[src/rtl/mps_pkg.sv]
package mps_pkg;

  localparam int NumCoresDef   = 4;
  localparam int QueueDepthDef = 16;

  // one process word as kept in the ready list, the blocked stack and a core slot
  typedef struct packed {
    logic [15:0] ram;
    logic [2:0]  prio;
    logic [7:0]  id;
  } entry_t;

  localparam int EntryW = $bits(entry_t);

  typedef enum logic [2:0] {
    OP_ADD       = 3'd0,
    OP_RUN       = 3'd1,
    OP_BLOCK     = 3'd2,
    OP_UNBLOCK   = 3'd3,
    OP_TERMINATE = 3'd4
  } op_t;

  typedef enum logic [2:0] {
    ST_OK            = 3'd0,
    ST_BAD_CORE      = 3'd1,
    ST_CORE_BUSY     = 3'd2,
    ST_CORE_EMPTY    = 3'd3,
    ST_READY_EMPTY   = 3'd4,
    ST_BLOCKED_EMPTY = 3'd5,
    ST_NO_RAM        = 3'd6,
    ST_FULL          = 3'd7
  } status_t;

  typedef enum logic [3:0] {
    S_IDLE,
    S_SCAN_RD,
    S_SCAN_CHK,
    S_SH_RD,
    S_SH_WR,
    S_RUN_HEAD,
    S_RUN_RD,
    S_RUN_WR,
    S_UB_WR
  } state_t;

  // core slot update from the controller
  typedef struct packed {
    logic       en;
    logic [2:0] idx;
    logic       valid;
    entry_t     entry;
  } slot_wr_t;

  // core slot as seen by the controller
  typedef struct packed {
    logic   valid;
    entry_t entry;
  } slot_t;

endpackage

[src/rtl/mps_ram.sv]
module mps_ram #(
  parameter int WIDTH = 8,
  parameter int DEPTH = 16
) (
  input  logic                     clk,
  input  logic                     we,
  input  logic [$clog2(DEPTH)-1:0] waddr,
  input  logic [WIDTH-1:0]         wdata,
  input  logic [$clog2(DEPTH)-1:0] raddr,
  output logic [WIDTH-1:0]         rdata
);

  logic [WIDTH-1:0] mem [DEPTH];

  always_ff @(posedge clk) begin
    if (we) begin
      mem[waddr] <= wdata;
    end
    rdata <= mem[raddr];
  end

endmodule

[src/rtl/mps_cores.sv]
module mps_cores #(
  parameter int NUM_CORES = mps_pkg::NumCoresDef
) (
  input  logic             clk,
  input  logic             rst_n,
  input  logic [2:0]       rd_idx,
  output mps_pkg::slot_t   rd_slot,
  input  mps_pkg::slot_wr_t wr
);

  localparam int IdxW = (NUM_CORES > 1) ? $clog2(NUM_CORES) : 1;

  logic           valid_r [NUM_CORES];
  mps_pkg::entry_t entry_r [NUM_CORES];

  always_ff @(posedge clk) begin
    if (!rst_n) begin
      for (int i = 0; i < NUM_CORES; i++) begin
        valid_r[i] <= 1'b0;
      end
    end else if (wr.en && (32'(wr.idx) < NUM_CORES)) begin
      valid_r[wr.idx[IdxW-1:0]] <= wr.valid;
    end
    if (wr.en && (32'(wr.idx) < NUM_CORES)) begin
      entry_r[wr.idx[IdxW-1:0]] <= wr.entry;
    end
  end

  always_comb begin
    rd_slot = '0;
    if (32'(rd_idx) < NUM_CORES) begin
      rd_slot.valid = valid_r[rd_idx[IdxW-1:0]];
      rd_slot.entry = entry_r[rd_idx[IdxW-1:0]];
    end
  end

endmodule

[src/rtl/multicore_priority_ready_scheduler_core.sv]
// Process scheduler: a ready list kept in priority order by add (unblock
// appends at its tail) and a LIFO blocked stack, each in a one-port-read
// synchronous RAM, plus a slot per core and a free RAM counter. A command is
// taken when start is high and busy is low; its single result word shows on
// the out_ ports for exactly one cycle with out_valid high, and the receiver
// cannot stall it. Block, terminate and any rejected command answer in the
// cycle after acceptance; unblock reads the blocked top and answers from
// S_UB_WR. Add reads the ready RAM entry by entry to find the insert point,
// moves the tail up one entry at a time and writes the new entry. Run reads
// the head into the core slot and moves the rest down. All of these go
// through the single ready RAM port pair. busy stays high until the result
// is registered; a new command may then be taken while the previous result
// is still on the output.
module multicore_priority_ready_scheduler_core #(
  parameter int NUM_CORES   = mps_pkg::NumCoresDef,
  parameter int QUEUE_DEPTH = mps_pkg::QueueDepthDef
) (
  input  logic        clk,
  input  logic        rst_n,
  input  logic        cfg_wr_en,
  input  logic [15:0] cfg_wr_data,
  input  logic        start,
  output logic        busy,
  input  logic [2:0]  in_operation,
  input  logic [7:0]  in_proc_id,
  input  logic [2:0]  in_proc_priority,
  input  logic [15:0] in_proc_ram,
  input  logic [2:0]  in_core_index,
  output logic        out_valid,
  output logic [2:0]  out_status,
  output logic [7:0]  out_moved_id,
  output logic [15:0] out_free_ram_now
);

  localparam int AW = $clog2(QUEUE_DEPTH);
  localparam int CW = $clog2(QUEUE_DEPTH + 1);
  localparam logic [CW-1:0] DepthC = CW'(QUEUE_DEPTH);

  mps_pkg::state_t state_r, state_nxt;
  mps_pkg::entry_t ent_r, ent_nxt;
  logic [2:0]      core_r, core_nxt;
  logic [CW-1:0]   rcount_r, rcount_nxt;
  logic [CW-1:0]   bcount_r, bcount_nxt;
  logic [CW-1:0]   scan_r, scan_nxt;   // also the run shift pointer
  logic [CW-1:0]   sh_r, sh_nxt;
  logic [CW-1:0]   pos_r, pos_nxt;
  logic [15:0]     free_ram_r, free_ram_nxt;
  logic            out_valid_r, out_valid_nxt;
  logic [2:0]      out_status_r, out_status_nxt;
  logic [7:0]      out_moved_r, out_moved_nxt;
  logic [15:0]     out_free_r;

  // ready list RAM
  logic            r_we;
  logic [AW-1:0]   r_waddr, r_raddr;
  mps_pkg::entry_t r_wdata, r_rdata;
  // blocked stack RAM
  logic            b_we;
  logic [AW-1:0]   b_waddr, b_raddr;
  mps_pkg::entry_t b_wdata, b_rdata;

  mps_pkg::slot_t    slot;
  mps_pkg::slot_wr_t slot_wr;
  logic [2:0]        slot_idx;
  logic              core_bad;
  logic [16:0]       ram_sum;

  mps_ram #(.WIDTH(mps_pkg::EntryW), .DEPTH(QUEUE_DEPTH)) u_ready_ram (
    .clk   (clk),
    .we    (r_we),
    .waddr (r_waddr),
    .wdata (r_wdata),
    .raddr (r_raddr),
    .rdata (r_rdata)
  );

  mps_ram #(.WIDTH(mps_pkg::EntryW), .DEPTH(QUEUE_DEPTH)) u_blocked_ram (
    .clk   (clk),
    .we    (b_we),
    .waddr (b_waddr),
    .wdata (b_wdata),
    .raddr (b_raddr),
    .rdata (b_rdata)
  );

  mps_cores #(.NUM_CORES(NUM_CORES)) u_cores (
    .clk     (clk),
    .rst_n   (rst_n),
    .rd_idx  (slot_idx),
    .rd_slot (slot),
    .wr      (slot_wr)
  );

  // slot lookup: input index on acceptance, latched index afterwards
  assign slot_idx = (state_r == mps_pkg::S_IDLE) ? in_core_index : core_r;
  assign core_bad = 32'(in_core_index) >= NUM_CORES;
  assign ram_sum  = {1'b0, free_ram_r} + {1'b0, slot.entry.ram};

  always_ff @(posedge clk) begin
    if (!rst_n) begin
      state_r     <= mps_pkg::S_IDLE;
      rcount_r    <= '0;
      bcount_r    <= '0;
      free_ram_r  <= '0;
      out_valid_r <= 1'b0;
    end else begin
      state_r     <= state_nxt;
      rcount_r    <= rcount_nxt;
      bcount_r    <= bcount_nxt;
      free_ram_r  <= free_ram_nxt;
      out_valid_r <= out_valid_nxt;
    end
    ent_r        <= ent_nxt;
    core_r       <= core_nxt;
    scan_r       <= scan_nxt;
    sh_r         <= sh_nxt;
    pos_r        <= pos_nxt;
    out_status_r <= out_status_nxt;
    out_moved_r  <= out_moved_nxt;
    out_free_r   <= free_ram_nxt;
  end

  always_comb begin
    state_nxt      = state_r;
    ent_nxt        = ent_r;
    core_nxt       = core_r;
    rcount_nxt     = rcount_r;
    bcount_nxt     = bcount_r;
    scan_nxt       = scan_r;
    sh_nxt         = sh_r;
    pos_nxt        = pos_r;
    free_ram_nxt   = free_ram_r;
    out_valid_nxt  = 1'b0;
    out_status_nxt = out_status_r;
    out_moved_nxt  = out_moved_r;
    r_we           = 1'b0;
    r_waddr        = '0;
    r_wdata        = ent_r;
    r_raddr        = '0;
    b_we           = 1'b0;
    b_waddr        = bcount_r[AW-1:0];
    b_wdata        = slot.entry;
    b_raddr        = '0;
    slot_wr        = '0;

    if (cfg_wr_en) begin
      free_ram_nxt = cfg_wr_data;
    end

    unique case (state_r)
      mps_pkg::S_IDLE: begin
        if (start) begin
          ent_nxt        = '{ram: in_proc_ram, prio: in_proc_priority, id: in_proc_id};
          core_nxt       = in_core_index;
          out_valid_nxt  = 1'b1;
          out_status_nxt = mps_pkg::ST_OK;
          out_moved_nxt  = '0;
          unique case (in_operation)
            mps_pkg::OP_ADD: begin
              if (rcount_r == DepthC) begin
                out_status_nxt = mps_pkg::ST_FULL;
              end else if (in_proc_ram > free_ram_r) begin
                out_status_nxt = mps_pkg::ST_NO_RAM;
              end else begin
                out_valid_nxt = 1'b0;
                scan_nxt      = '0;
                state_nxt     = mps_pkg::S_SCAN_RD;
              end
            end
            mps_pkg::OP_RUN: begin
              if (core_bad) begin
                out_status_nxt = mps_pkg::ST_BAD_CORE;
              end else if (slot.valid) begin
                out_status_nxt = mps_pkg::ST_CORE_BUSY;
              end else if (rcount_r == '0) begin
                out_status_nxt = mps_pkg::ST_READY_EMPTY;
              end else begin
                out_valid_nxt = 1'b0;
                r_raddr       = '0;
                state_nxt     = mps_pkg::S_RUN_HEAD;
              end
            end
            mps_pkg::OP_BLOCK: begin
              if (core_bad) begin
                out_status_nxt = mps_pkg::ST_BAD_CORE;
              end else if (!slot.valid) begin
                out_status_nxt = mps_pkg::ST_CORE_EMPTY;
              end else if (bcount_r == DepthC) begin
                out_status_nxt = mps_pkg::ST_FULL;
              end else begin
                b_we          = 1'b1;
                bcount_nxt    = bcount_r + 1'b1;
                slot_wr.en    = 1'b1;
                slot_wr.idx   = in_core_index;
                slot_wr.valid = 1'b0;
                out_moved_nxt = slot.entry.id;
              end
            end
            mps_pkg::OP_UNBLOCK: begin
              if (bcount_r == '0) begin
                out_status_nxt = mps_pkg::ST_BLOCKED_EMPTY;
              end else if (rcount_r == DepthC) begin
                out_status_nxt = mps_pkg::ST_FULL;
              end else begin
                out_valid_nxt = 1'b0;
                b_raddr       = AW'(bcount_r - 1'b1);
                state_nxt     = mps_pkg::S_UB_WR;
              end
            end
            mps_pkg::OP_TERMINATE: begin
              if (core_bad) begin
                out_status_nxt = mps_pkg::ST_BAD_CORE;
              end else if (!slot.valid) begin
                out_status_nxt = mps_pkg::ST_CORE_EMPTY;
              end else begin
                slot_wr.en    = 1'b1;
                slot_wr.idx   = in_core_index;
                slot_wr.valid = 1'b0;
                free_ram_nxt  = ram_sum[16] ? 16'hFFFF : ram_sum[15:0];
                out_moved_nxt = slot.entry.id;
              end
            end
            default: begin
              // unused codes: plain ok, nothing moves
            end
          endcase
        end
      end

      // find the first entry whose priority value is above the new one
      mps_pkg::S_SCAN_RD: begin
        if (scan_r == rcount_r) begin
          pos_nxt   = scan_r;
          sh_nxt    = rcount_r;
          state_nxt = mps_pkg::S_SH_RD;
        end else begin
          r_raddr   = scan_r[AW-1:0];
          state_nxt = mps_pkg::S_SCAN_CHK;
        end
      end

      mps_pkg::S_SCAN_CHK: begin
        if (r_rdata.prio > ent_r.prio) begin
          pos_nxt   = scan_r;
          sh_nxt    = rcount_r;
          state_nxt = mps_pkg::S_SH_RD;
        end else begin
          scan_nxt  = scan_r + 1'b1;
          state_nxt = mps_pkg::S_SCAN_RD;
        end
      end

      // open a gap at pos, top down
      mps_pkg::S_SH_RD: begin
        if (sh_r == pos_r) begin
          r_we           = 1'b1;
          r_waddr        = pos_r[AW-1:0];
          r_wdata        = ent_r;
          rcount_nxt     = rcount_r + 1'b1;
          free_ram_nxt   = free_ram_r - ent_r.ram;
          out_valid_nxt  = 1'b1;
          out_status_nxt = mps_pkg::ST_OK;
          out_moved_nxt  = ent_r.id;
          state_nxt      = mps_pkg::S_IDLE;
        end else begin
          r_raddr   = AW'(sh_r - 1'b1);
          state_nxt = mps_pkg::S_SH_WR;
        end
      end

      mps_pkg::S_SH_WR: begin
        r_we      = 1'b1;
        r_waddr   = sh_r[AW-1:0];
        r_wdata   = r_rdata;
        sh_nxt    = sh_r - 1'b1;
        state_nxt = mps_pkg::S_SH_RD;
      end

      mps_pkg::S_RUN_HEAD: begin
        ent_nxt       = r_rdata;
        slot_wr.en    = 1'b1;
        slot_wr.idx   = core_r;
        slot_wr.valid = 1'b1;
        slot_wr.entry = r_rdata;
        scan_nxt      = CW'(1);
        state_nxt     = mps_pkg::S_RUN_RD;
      end

      // close the gap at the head, bottom up
      mps_pkg::S_RUN_RD: begin
        if (scan_r == rcount_r) begin
          rcount_nxt     = rcount_r - 1'b1;
          out_valid_nxt  = 1'b1;
          out_status_nxt = mps_pkg::ST_OK;
          out_moved_nxt  = ent_r.id;
          state_nxt      = mps_pkg::S_IDLE;
        end else begin
          r_raddr   = scan_r[AW-1:0];
          state_nxt = mps_pkg::S_RUN_WR;
        end
      end

      mps_pkg::S_RUN_WR: begin
        r_we      = 1'b1;
        r_waddr   = AW'(scan_r - 1'b1);
        r_wdata   = r_rdata;
        scan_nxt  = scan_r + 1'b1;
        state_nxt = mps_pkg::S_RUN_RD;
      end

      // blocked top goes to the ready tail, unsorted
      mps_pkg::S_UB_WR: begin
        r_we           = 1'b1;
        r_waddr        = rcount_r[AW-1:0];
        r_wdata        = b_rdata;
        rcount_nxt     = rcount_r + 1'b1;
        bcount_nxt     = bcount_r - 1'b1;
        out_valid_nxt  = 1'b1;
        out_status_nxt = mps_pkg::ST_OK;
        out_moved_nxt  = b_rdata.id;
        state_nxt      = mps_pkg::S_IDLE;
      end

      default: begin
        state_nxt = mps_pkg::S_IDLE;
      end
    endcase
  end

  assign busy             = (state_r != mps_pkg::S_IDLE);
  assign out_valid        = out_valid_r;
  assign out_status       = out_status_r;
  assign out_moved_id     = out_moved_r;
  assign out_free_ram_now = out_free_r;

endmodule
[config.mk]
export PLATFORM = sky130hd
export DESIGN_NAME = multicore_priority_ready_scheduler_core
export DESIGN_NICKNAME = d
export VERILOG_FILES = /design/src/rtl/mps_pkg.sv /design/src/rtl/mps_ram.sv /design/src/rtl/mps_cores.sv /design/src/rtl/multicore_priority_ready_scheduler_core.sv
export SDC_FILE = /design/constraint.sdc
export NUM_CORES = 2
export LEC_CHECK = 0
export ABC_AREA = 1
export BUFFER_PORTS_ARGS = -buffer_cell sky130_fd_sc_hd__buf_2
export CAP_MARGIN = 10
export CORE_MARGIN = 2
export CORE_UTILIZATION = 62
export CTS_CLUSTER_DIAMETER = 80
export DETAILED_ROUTE_END_ITERATION = 10
export PLACE_DENSITY = 0.84
export SYNTH_ARGS = -nofsm -noshare
export SYNTH_HDL_FRONTEND = slang
export SYNTH_SLANG_ARGS = --single-unit
[constraint.sdc]
create_clock -name clk -period 5.35 [get_ports clk]
set_input_delay 1.07 -clock clk [delete_from_list [all_inputs] [get_ports clk]]
set_output_delay 1.07 -clock clk [all_outputs]
set_load 0.05 [all_outputs]
==> impl.org <==
** Outcome
- Result of the run :: finished, final reports clean

** Yosys
- Area share of the largest cell type after synthesis :: 0.636
- Nets in the synthesized netlist :: 4218
- Count of warnings emitted by yosys :: 0
- Fraction of the yosys area taken by sequential cells :: 0.679
- The synthesized design contains 1029 enable-type register cells.
- Gate count of the mapped netlist :: 4101
- Cell with the most instances after synthesis :: sky130_fd_sc_hd__edfxtp_1
- Yosys attributes the largest share of cell area to sky130_fd_sc_hd__edfxtp_1 (64%), sky130_fd_sc_hd__nand2_1 (5.0%), sky130_fd_sc_hd__o211ai_1 (4.4%), sky130_fd_sc_hd__dfxtp_1 (4.3%), sky130_fd_sc_hd__nand3_1 (4.2%).
- Sorting the synthesized cells by how often they occur yields sky130_fd_sc_hd__edfxtp_1 (1029), sky130_fd_sc_hd__nand2_1 (642), sky130_fd_sc_hd__nand3_1 (409).
- Dominant cell type by area after synthesis :: sky130_fd_sc_hd__edfxtp_1
- In the synthesized netlist the dominant register cell turns out to be sky130_fd_sc_hd__edfxtp_1.
- Cell Area, Synth :: 0.0486 mm²
- Dividing the synthesized area by the synthesized cell count gives 11.8 µm².
- Count of state elements after synthesis :: 1133
- Post-synth ARST share :: 0
- Cell variety after synth :: 54

** Layout
- The net count of the finished layout is 4328.
- Core occupancy in the finished layout :: 0.700
- Area growth, synth to finish :: 11.7%
- Fraction of final layout cells with drive strength greater than 1 :: 0.132

** Global routing
- Number of global-route vias before repair :: 32.6k
- The number of antenna violations at the first check in global routing was 3.
- Global-route met2 utilization :: 0.512
- Met1 routing resource usage after global routing :: 0.446
- The first global-routing pass estimated 199000 µm of wire.
- Entering global routing, the biggest net connects 121 pins.
- GRT Util Overall :: 0.328
- The layer flagged by global routing as most heavily used is met2.
- Global route total overflow :: 0
- Global-route track usage on met3 :: 0.0824

** Pwr
- The share of total power dissipated in the clock network is 0.389.
- Internal power comes to 14.9 mW.
- Summed over all cells, the static leakage comes to 19.4 nW.
- Net switching component of the power :: 4.92 mW
- Of the total power, the share spent switching nets is 0.249.
- Peak supply drop :: 0.430 mV
- Sequential Power Share :: 0.510
- The share of total power dissipated in combinational logic is 0.100.
- P per Cell Area :: 365 mW/mm²

** STA
- Number of pins exceeding their max-slew limit in the final report :: 0
- On the final layout, the worst hold slack is 0.521 ns.
- Worst slew pin tran :: 1.23 ns
- Based on the critical path, the design can be clocked at up to 224 MHz.
- Final hold violation count :: 0
- In this run the tightest slew margin relative to its limit is 0.181.
- For the final routed database, the setup TNS stands at 0 ns.
- Setup repair after global routing missed its margin :: false
- Final worst-path cycle share :: 0.836
- Setup violations remaining at the end of the flow were counted as 0.
- For the finished layout, the period the worst path requires is 4.47 ns.
- Layout Skew :: 0.0458 ns

** Drt
- Detailed-routing iteration count for the pre-antenna-repair pass :: 8
- Number of vias after detailed routing :: 34.2k
- After the first detailed-routing iteration, the DRC count stood at 5416.
- Detail-routed net length per standard cell :: 25.1 µm
- After detailed routing, the number of vias per cell comes to 6.39.
- Total wirelength of the detailed-routed design :: 134000 µm
- After detailed routing, the number of remaining DRC violations is 0.
- In this run the remaining antenna-violating nets after routing total 0.

** Place
- Number of I/O port buffers :: 81
- Detailed placement ended at an HPWL of 83300 µm.
- Final estimated routing congestion in global placement :: 0.992

** Critical path
- STA puts the critical path data required time at 5.92 ns.
- Startpoint-to-endpoint class of the critical path :: register to register
- Worst-path cell chain :: nor2_4, nand2_4, o21ai_2, buf_4, a311oi_2, buf_4, ha_1, fa_1, nand3_1, nand2_1, nand3_1, nand2_1, nand2_1, nand2_1, inv_1, nand3_4, inv_2, nand2_1, o21ai_1, nand3_1, nand2_1, inv_1
- Element type at the critical path end :: register
- Slowest cell on the critical path :: sky130_fd_sc_hd__o21ai_2
- Of all nets on the critical path, the largest fanout is 33.
- The largest single stage delay on the critical path is 0.65 ns.
- Critical path startpoint category :: register
- In this design, the critical path's most frequently occurring cell is sky130_fd_sc_hd__nand2_1.
- Data arrives at the worst endpoint at 5.04 ns.

** Floorplanning
- The core region is 0.0775 mm².
- For this design the top-level I/O count stands at 82.
- Die X-Extent :: 284 µm
- Initial core utilization :: 0.627
- The floorplan step defined a die boundary enclosing 0.0806 mm².
- Height of the die :: 284 µm
- In this run the core area contains 102 standard-cell rows.

** Clocking
- CTS saw 1133 sinks.
- Buffers inserted to repair hold after CTS numbered 0.
- Number of buffers inserted during clock tree synthesis :: 110
- Number of H-tree levels :: 3
- Setup repair bufs after CTS :: 0
- TritonCTS clock tree :: done
- After clock tree synthesis, the clock-pin slew on the worst setup and hold paths is 0.06 ns.
- For the worst-skew pair, the clock arrives at the later sink with an insertion delay of 0.71 ns.
- CTS Root Buffer Type :: sky130_fd_sc_hd__clkbuf_16
- Buffer levels on the longest clock path :: 3
- Total of cells resized after clock tree synthesis :: 0

** Job
- Max-capacitance violation count :: 0

** Hold path
- The tightest min-delay check is of the register to register type.
-- power groups by stage --
stage	Combinational, mW	Clock (mW)	Sequential [mW]
after floorplan	1.08	0	10.4
after global routing	2.12	8.07	10.1
after global placement	1.86	0	10.3
after detailed placement	1.90	0	10.3
after CTS	1.92	7.73	10.1
final	1.98	7.71	10.1
-- path summary, 6_finish.rpt --
check             slack [ns]                        end                     start  depth (start not counted)
setup / recovery        0.88  free_ram_r[14]$_SDFF_PN0_   state_r[3]$_SDFFE_PN0P_                         22
hold / removal          0.52   bcount_r[4]$_SDFFE_PN0P_  bcount_r[4]$_SDFFE_PN0P_                          2
setup reg to reg        0.88  free_ram_r[14]$_SDFF_PN0_   state_r[3]$_SDFFE_PN0P_                         22
hold reg to reg         0.52   bcount_r[4]$_SDFFE_PN0P_  bcount_r[4]$_SDFFE_PN0P_                          2
-- through the flow --
step                instances  total power [mW]  setup WS, ns  instance area (µm²)
floorplan                4101              11.4         0.945                48600
global placement         5129              12.1         0.788                50600
detailed placement       5129              12.2         0.696                50600
CTS                      5336              19.8         0.971                54200
global route             5346              20.3         0.616                54200
finish                   5347              19.8         0.878                54200
-- routing by layer --
| layer | vias to the layer above | wire length, µm |
|---|---|---|
| met4 | 2 | 5570 |
| met1 | 16400 | 49400 |
| met5 | - | 10 |
| met2 | 2329 | 62100 |
| met3 | 385 | 16900 |
| li1 | 15000 | - |
-- cells by family after synthesis --
group	Yosys count	synth area share
AND/OR/NAND/NOR	1433	0.133
flip-flops	1133	0.679
AO/OA/AOI/OAI	829	0.113
buffers and inverters	603	0.0512
adder cells (fa/ha/maj)	64	0.0170
XOR/XNOR	39	0.00704
-- area by class of cell --
class	count	area [µm²]
clock inverters	65	651
repair buffers	220	1540
multi-input cells	2365	13400
flip-flops and latches	1133	33000
diodes	1	2.50
clock buffers	142	2940
fillers	5105	23200
inverters	381	1440
well taps	1040	1300
-- state kept, by name, indices dropped and copies added (netlist names), 3 cells and up --
register             cells
out_moved_id             8
rcount_r                 5
pos_r                    5
u_ready_ram.rdata       27
u_cores.valid_r          4
scan_r                   5
ent_r                   27
core_r                   3
u_blocked_ram.mem      432
sh_r                     5
out_status               3
free_ram_r              16
u_ready_ram.mem        432
u_cores.entry_r        108
state_r                  4
bcount_r                 5
out_free_ram_now        16
u_blocked_ram.rdata     27
-- worst max-delay path: cells and delay by family, from the launching register on --
| family | cells | cell delay, ns |
|---|---|---|
| adder cells (fa/ha/maj) | 2 | 0.67 |
| AO/OA/AOI/OAI | 3 | 0.91 |
| flip-flops | 1 | 0.36 |
| buffers and inverters | 5 | 0.90 |
| AND/OR/NAND/NOR | 12 | 1.48 |
-- cell usage in the layout (no fill, tap or decap), types with 13 or more instances in the layout --
cell / instances
sky130_fd_sc_hd__edfxtp_1: 1029
sky130_fd_sc_hd__nand2_1: 641
sky130_fd_sc_hd__nand3_1: 409
sky130_fd_sc_hd__inv_1: 359
sky130_fd_sc_hd__o211ai_1: 286
sky130_fd_sc_hd__nor2_1: 173
sky130_fd_sc_hd__a21oi_1: 173
sky130_fd_sc_hd__o21ai_0: 160
sky130_fd_sc_hd__buf_4: 132
sky130_fd_sc_hd__clkbuf_16: 110
sky130_fd_sc_hd__o221ai_1: 105
sky130_fd_sc_hd__dfxtp_1: 104
sky130_fd_sc_hd__or2_2: 96
sky130_fd_sc_hd__buf_2: 81
sky130_fd_sc_hd__ha_1: 61
sky130_fd_sc_hd__o21bai_1: 56
sky130_fd_sc_hd__nor2_4: 35
sky130_fd_sc_hd__clkinv_1: 27
sky130_fd_sc_hd__xor2_1: 27
sky130_fd_sc_hd__clkinv_2: 25
sky130_fd_sc_hd__clkbuf_1: 25
sky130_fd_sc_hd__o21ai_1: 16
sky130_fd_sc_hd__or2_1: 13
Power figures use the tool's default switching activity.
